File: config.mk
export PLATFORM = sky130hd
export DESIGN_NAME = keypad_matrix_debouncer_core
export DESIGN_NICKNAME = d
export VERILOG_FILES = /design/src/rtl/core/kmd_pkg.sv /design/src/rtl/core/kmd_scan.sv /design/src/rtl/core/kmd_track.sv /design/src/rtl/core/keypad_matrix_debouncer_core.sv
export SDC_FILE = /design/constraint.sdc
export NUM_CORES = 1
export LEC_CHECK = 0
export ABC_AREA = 1
export CORE_ASPECT_RATIO = 1.4
export CORE_MARGIN = 2
export CORE_UTILIZATION = 35
export DETAILED_ROUTE_END_ITERATION = 7
export DONT_BUFFER_PORTS = 1
export PLACE_DENSITY_LB_ADDON = 0.15
export SLEW_MARGIN = 20
export SYNTH_ARGS = -nofsm -noshare
export SYNTH_HDL_FRONTEND = slang
export SYNTH_SLANG_ARGS = --single-unit
File: constraint.sdc
create_clock -name clock -period 2.25 [get_ports clock]
set_input_delay 0.3375 -clock clock [delete_from_list [all_inputs] [get_ports clock]]
set_output_delay 0.3375 -clock clock [all_outputs]
set_load 0.02 [all_outputs]
File: src/rtl/core/kmd_pkg.sv
`default_nettype none
// ----------------------------------------------------------------------------
// kmd_pkg
// Shared types and constants for the keypad matrix debouncer.
// ----------------------------------------------------------------------------
package kmd_pkg;

   // matrix geometry
   localparam int ROWS         = 4;
   localparam int COLS         = 5;
   localparam int CONTACT_BITS = 20;

   // field widths
   localparam int ROW_W = 2;
   localparam int COL_W = 3;
   localparam int CNT_W = 8;

   localparam logic [CNT_W-1:0] CNT_MAX          = {CNT_W{1'b1}};
   localparam logic [CNT_W-1:0] THRESHOLD_RESET  = 8'd4;

   typedef logic [ROWS-1:0][COLS-1:0] grid_type;

   typedef enum logic [1:0] {
      EV_NONE    = 2'd0,
      EV_PRESS   = 2'd1,
      EV_RELEASE = 2'd2
   } event_kind_type;

   typedef enum logic [2:0] {
      MODE_IDLE       = 3'b001,
      MODE_DEBOUNCING = 3'b010,
      MODE_PRESSED    = 3'b100
   } scan_mode_type;

   // first closed key, row-major
   typedef struct packed {
      logic             found;
      logic [ROW_W-1:0] row;
      logic [COL_W-1:0] col;
   } scan_hit_type;

   // result item contents
   typedef struct packed {
      event_kind_type   kind;
      logic [ROW_W-1:0] row;
      logic [COL_W-1:0] col;
   } key_event_type;

endpackage
`default_nettype wire

File: src/rtl/core/kmd_scan.sv
`default_nettype none
// ----------------------------------------------------------------------------
// kmd_scan
// Maps a contact snapshot onto the key grid and finds the first closed key.
// ----------------------------------------------------------------------------
module kmd_scan (
   input  wire logic [kmd_pkg::CONTACT_BITS-1:0] contacts,
   output kmd_pkg::grid_type                     grid,
   output kmd_pkg::scan_hit_type                 hit
);
   import kmd_pkg::*;

   // grid view; positions past the input width read as open
   always_comb begin
      grid = '0;
      for (int r = 0; r < ROWS; r++) begin
         for (int c = 0; c < COLS; c++) begin
            if (r * COLS + c < CONTACT_BITS) begin
               grid[r][c] = contacts[r * COLS + c];
            end
         end
      end
   end

   // priority encoder, lowest row then lowest column wins
   always_comb begin
      hit = '0;
      for (int r = ROWS - 1; r >= 0; r--) begin
         for (int c = COLS - 1; c >= 0; c--) begin
            if (grid[r][c]) begin
               hit.found = 1'b1;
               hit.row   = ROW_W'(r);
               hit.col   = COL_W'(c);
            end
         end
      end
   end

endmodule
`default_nettype wire

File: src/rtl/core/kmd_track.sv
`default_nettype none
// ----------------------------------------------------------------------------
// kmd_track
// Debounce state machine for the single tracked key; produces one event
// per scan tick.
// ----------------------------------------------------------------------------
module kmd_track (
   input  wire logic                        clock,
   input  wire logic                        reset,
   input  wire logic                        step,
   input  wire logic [kmd_pkg::CNT_W-1:0]   threshold,
   input  kmd_pkg::grid_type                grid,
   input  kmd_pkg::scan_hit_type            hit,
   output kmd_pkg::key_event_type           evt
);
   import kmd_pkg::*;

   scan_mode_type    mode_ff,  mode_in;
   logic [ROW_W-1:0] row_ff,   row_in;
   logic [COL_W-1:0] col_ff,   col_in;
   logic [CNT_W-1:0] count_ff, count_in;

   logic             held_closed;
   logic [CNT_W-1:0] count_inc;

   assign held_closed = grid[row_ff][col_ff];
   assign count_inc   = (count_ff == CNT_MAX) ? count_ff : count_ff + 1'b1;

   // next state and event for this tick
   always_comb begin
      mode_in  = mode_ff;
      row_in   = row_ff;
      col_in   = col_ff;
      count_in = count_ff;
      evt      = '{kind: EV_NONE, row: '0, col: '0};
      unique case (mode_ff)
         MODE_DEBOUNCING: begin
            if (!held_closed) begin
               mode_in  = MODE_IDLE;
               row_in   = '0;
               col_in   = '0;
               count_in = '0;
            end else begin
               count_in = count_inc;
               if (count_inc >= threshold) begin
                  mode_in = MODE_PRESSED;
                  evt     = '{kind: EV_PRESS, row: row_ff, col: col_ff};
               end
            end
         end
         MODE_PRESSED: begin
            if (!held_closed) begin
               evt      = '{kind: EV_RELEASE, row: row_ff, col: col_ff};
               mode_in  = MODE_IDLE;
               row_in   = '0;
               col_in   = '0;
               count_in = '0;
            end
         end
         default: begin
            // idle and any stray code
            if (hit.found) begin
               mode_in  = MODE_DEBOUNCING;
               row_in   = hit.row;
               col_in   = hit.col;
               count_in = '0;
            end
         end
      endcase
   end

   // state update once per processed item
   always_ff @(posedge clock) begin
      if (reset) begin
         mode_ff  <= MODE_IDLE;
         row_ff   <= '0;
         col_ff   <= '0;
         count_ff <= '0;
      end else if (step) begin
         mode_ff  <= mode_in;
         row_ff   <= row_in;
         col_ff   <= col_in;
         count_ff <= count_in;
      end
   end

endmodule
`default_nettype wire

File: src/rtl/core/keypad_matrix_debouncer_core.sv
`default_nettype none
// ----------------------------------------------------------------------------
// keypad_matrix_debouncer_core
// Scans a 4x5 key matrix snapshot per item, debounces one key and reports
// press and release events.
// ----------------------------------------------------------------------------
//  channel  dir  handshake         payload
//  req      in   valid / stall     key_contacts[19:0]
//  rsp      out  valid / stall     event_kind[1:0], event_row[1:0], event_col[2:0]
//  csr      in   valid / ready     data[7:0] = debounce threshold
//
//  One item per cycle sustained while rsp is not stalled (input register, then
//  result register). The debounce state updates as an item moves from the
//  input register to the result register. Synchronous reset clears the
//  stages, the state machine and sets the threshold to 4. A stall on rsp
//  holds the result register and backs up into req_stall in the same cycle.
// ----------------------------------------------------------------------------
module keypad_matrix_debouncer_core (
   input  wire logic                               clock,
   input  wire logic                               reset,
   input  wire logic                               req_valid,
   output      logic                               req_stall,
   input  wire logic [kmd_pkg::CONTACT_BITS-1:0]   req_key_contacts,
   output      logic                               rsp_valid,
   input  wire logic                               rsp_stall,
   output      logic [1:0]                         rsp_event_kind,
   output      logic [kmd_pkg::ROW_W-1:0]          rsp_event_row,
   output      logic [kmd_pkg::COL_W-1:0]          rsp_event_col,
   input  wire logic                               csr_valid,
   output      logic                               csr_ready,
   input  wire logic [kmd_pkg::CNT_W-1:0]          csr_data
);
   import kmd_pkg::*;

   logic                    in_valid_ff;
   logic [CONTACT_BITS-1:0] in_data_ff;
   logic                    out_valid_ff;
   key_event_type           out_evt_ff;
   logic [CNT_W-1:0]        threshold_ff;

   logic          advance;
   logic          out_free;
   grid_type      grid;
   scan_hit_type  hit;
   key_event_type evt;

   assign out_free  = !out_valid_ff || !rsp_stall;
   assign advance   = in_valid_ff && out_free;
   assign req_stall = in_valid_ff && !out_free;
   assign csr_ready = 1'b1;

   // threshold register
   always_ff @(posedge clock) begin
      if (reset) begin
         threshold_ff <= THRESHOLD_RESET;
      end else if (csr_valid && csr_ready) begin
         threshold_ff <= csr_data;
      end
   end

   // input register
   always_ff @(posedge clock) begin
      if (reset) begin
         in_valid_ff <= 1'b0;
      end else if (!req_stall) begin
         in_valid_ff <= req_valid;
      end
   end

   always_ff @(posedge clock) begin
      if (!req_stall && req_valid) begin
         in_data_ff <= req_key_contacts;
      end
   end

   kmd_scan u_scan (
      .contacts (in_data_ff),
      .grid     (grid),
      .hit      (hit)
   );

   kmd_track u_track (
      .clock     (clock),
      .reset     (reset),
      .step      (advance),
      .threshold (threshold_ff),
      .grid      (grid),
      .hit       (hit),
      .evt       (evt)
   );

   // result register
   always_ff @(posedge clock) begin
      if (reset) begin
         out_valid_ff <= 1'b0;
      end else if (out_free) begin
         out_valid_ff <= in_valid_ff;
      end
   end

   always_ff @(posedge clock) begin
      if (advance) begin
         out_evt_ff <= evt;
      end
   end

   assign rsp_valid      = out_valid_ff;
   assign rsp_event_kind = out_evt_ff.kind;
   assign rsp_event_row  = out_evt_ff.row;
   assign rsp_event_col  = out_evt_ff.col;

endmodule
`default_nettype wire

==> impl_metrics.yaml <==
critical_path:
  crit_end: "rsp_event_col[1]"
  worstSetupStartpointType: "register"
  crit_path_max_fanout: 5
  endpoint_kind: "register"
  r2r-start: "u_track.count_ff[0]"
  r2r_setup_slack_ns: -0.47
  reg2reg_to: "rsp_event_col[1]"
  crit_path_start: "u_track.count_ff[0]"
  crit_required_ns: 2.32
  critical-path-slowest-cell: "dfxtp_4"
  r2r_cells: 17
  cp_data_arrival_time_ns: 2.79
  cp_cell_sequence: "ha_4, nand2_2, inv_2, nand3_2, nor2_4, nand2_4, nand4_1, nor3_1, nor2_1, ha_1, buf_6, a21oi_2, o21a_1, nand3_4, nand2_2, nor2_4, o21a_1"
  cpPeakStageDelay_ns: 0.36
  crit_type: "register to register"
placement:
  dp.cells: 466
  hpwl_microns: 4840
  post-place-ws_ns: -0.333
  io_buffers: 0
  gp_congestion: 0.855
power:
  pwr-share-seq: 0.530
  ir_drop_mv: 0.318
  power_density_mw_per_mm2: 633
  p_int_mw: 1.54
  leakage_nw: 1.48
  switching_share: 0.270
  power_switching_mw: 0.570
  p_comb_frac: 0.164
  pwr-share-clk: 0.306
final_layout:
  layout-drive-gt1-share: 0.202
  fin_nets: 423
  antenna_cells: 0
  fin_util: 0.430
  area_growth_pct: 19.1
  fin_cells: 482
logic_synthesis:
  ys_async_sr_fraction: 0
  yosys_warnings: 0
  ys_seq_area_frac: 0.475
  synth_enable_flop_cells: 27
  synth_area_leaders: "edfxtp_1, dfxtp_1, nand2_1"
  synth_ff_type: "edfxtp_1"
  netlist_area_sq_mm: 0.00280
  post-synth-top-area-cell: "edfxtp_1"
  avgSynthCellArea_sq_um: 7.98
  synth_commonest_cells: "nand2_1, inv_1, nor2_1"
  synth_seq_cells: 53
  synth_cell_type_count: 31
  yosys.area.top_type_share: 0.290
  synthesis.nets: 393
  syn-instance-count: 351
  synth.most_common_cell: "nand2_1"
timing:
  timing.final.crit_share: 1.21
  grt_setup_unrepaired: "true"
  max_clock_freq_ghz: 0.367
  hold_viol: 0
  period_minus_slack_ns: 2.72
  drv_slew: 0
  finClkSkew_ns: 0.0123
  setup_viol: 9
  finalSetupTns_ns: -3.80
  fin_ws_ns: -0.475
clock_tree:
  cts-root-buf: "clkbuf_8"
  clock_path_buffers: 2
  cts_tree: "yes"
  clk_pin_slew_ns: 0.09
  cts_hold_repair.buffers: 0
  insertion_delay_ns: 0.31
  cts_sinks: 53
  htreeDepth: 2
  numCtsBuffers: 5
floorplanning:
  initial_core_util: 0.361
  io_pins: 43
  design.die.area_sq_mm: 0.00874
  die_w_microns: 79.6
  rows: 38
  placeableCoreArea_sq_mm: 0.00775
  die_y_microns: 110
outcome:
  violations: "setup timing"
  status: "finished with violations"
grt:
  grt_pass1_vias: 2319
  grt_max_degree: 21
  grt_pass1_wl_microns: 10600
  gr-usage-all-layers: 0.160
  grt_overflow: 0
  antenna_found_initial: 0
hold_path:
  worst_hold_path_type: "primary input to register"
detailed_routing:
  wire_per_inst_microns: 13.1
  vias: 2277
  final_antenna_net_count: 0
  vias_per_cell: 4.72
  drcViolationCount: 0
  wirelength_microns: 6300
  drtPass1Iterations: 4
  drt_first_iter_violations: 78
job:
  maxCapViolations: 0
==> placed cells by master (no fill, tap or decap), types with 9 or more instances in the layout <==
master,instances
a21oi_1,18
buf_4,26
dfxtp_1,23
edfxtp_1,27
inv_1,52
nand2_1,73
nand3_1,25
nand4_1,9
nor2_1,29
o21ai_0,14
o21ai_1,10
==> worst max-delay path: cells and delay by family, from the launching register on <==
kind                       cells  cell delay, ns
AOI/OAI and AO/OA              3            0.49
adders and majority gates      2            0.48
buffers and inverters          2            0.17
DFF                            1            0.36
and+or+nand+nor               10            0.99
==> area by class of cell <==
class / count / area [sq um]
fill: 788 / 4420
timing repair buffer: 28 / 218
tap: 100 / 125
sequential: 53 / 1340
clock inverter: 2 / 35.0
inverter: 58 / 218
multi-input combinational: 235 / 1330
clock buffer: 6 / 72.6
==> worst min path at each step <==
stage                  end  slack (ns)   from  cells past startpoint
3_5_place_dp     rsp_valid        0.41  reset                      1
5_1_grt        in_valid_ff        0.05  reset                      1
6_report         rsp_valid        0.08  reset                      1
3_3_place_gp     rsp_valid        0.41  reset                      1
4_1_cts          rsp_valid        0.07  reset                      1
2_1_floorplan  in_valid_ff        0.41  reset                      1
==> routing by layer <==
| metal | vias to the layer above | part of all wire | global-route usage |
|---|---|---|---|
| li1 | 1210 | - | - |
| met1 | 1023 | 0.40 | 0.170 |
| met2 | 36 | 0.54 | 0.300 |
| met3 | 8 | 0.039 | 0.0345 |
| met4 | 0 | 0.022 | 0.0690 |
| met5 | - | 0 | 0 |
==> flip-flops by register name, indices dropped and copies added (netlist names) <==
| name | count |
|---|---|
| in_data_ff | 20 |
| u_track.mode_ff | 3 |
| rsp_valid | 1 |
| u_track.count_ff | 8 |
| rsp_event_col | 3 |
| in_valid_ff | 1 |
| rsp_event_kind | 2 |
| u_track.col_ff | 3 |
| rsp_event_row | 2 |
| threshold_ff | 8 |
| u_track.row_ff | 2 |
==> power groups by stage <==
| stage | sequential (mW) | combinational (mW) | clock (mW) |
|---|---|---|---|
| detailed placement | 1.14 | 0.310 | 0 |
| global placement | 1.14 | 0.305 | 0 |
| CTS | 1.12 | 0.318 | 0.666 |
| floorplan | 1.13 | 0.227 | 0 |
| finish | 1.12 | 0.345 | 0.646 |
| global route | 1.13 | 0.399 | 0.703 |
==> per-stage QoR <==
| step | hold slack (ns) | total power, mW | cell area (sq um) |
|---|---|---|---|
| CTS | 0.0660 | 2.10 | 3220 |
| detailed placement | 0.411 | 1.45 | 3080 |
| global placement | 0.408 | 1.45 | 3080 |
| global route | 0.0524 | 2.23 | 3330 |
| finish | 0.0785 | 2.11 | 3330 |
| floorplan | 0.407 | 1.36 | 2840 |
==> repair_timing <==
action / in CTS / in global routing
setup buffers: 3 / 6
pin swaps: 5 / 20
gates resized for setup: 3 / 19
gates cloned: 0 / 0
setup endpoints to repair: 9 / 10
==> cells by family after synthesis <==
group	after synthesis	synth area share
XOR/XNOR	3	0.00939
adder cells (fa/ha/maj)	9	0.0402
AND/OR/NAND/NOR	169	0.281
AO/OA/AOI/OAI	53	0.102
flip-flops	53	0.475
other	1	0.00134
buffers and inverters	63	0.0912
Note: power is estimated with default switching activity, not from simulation.
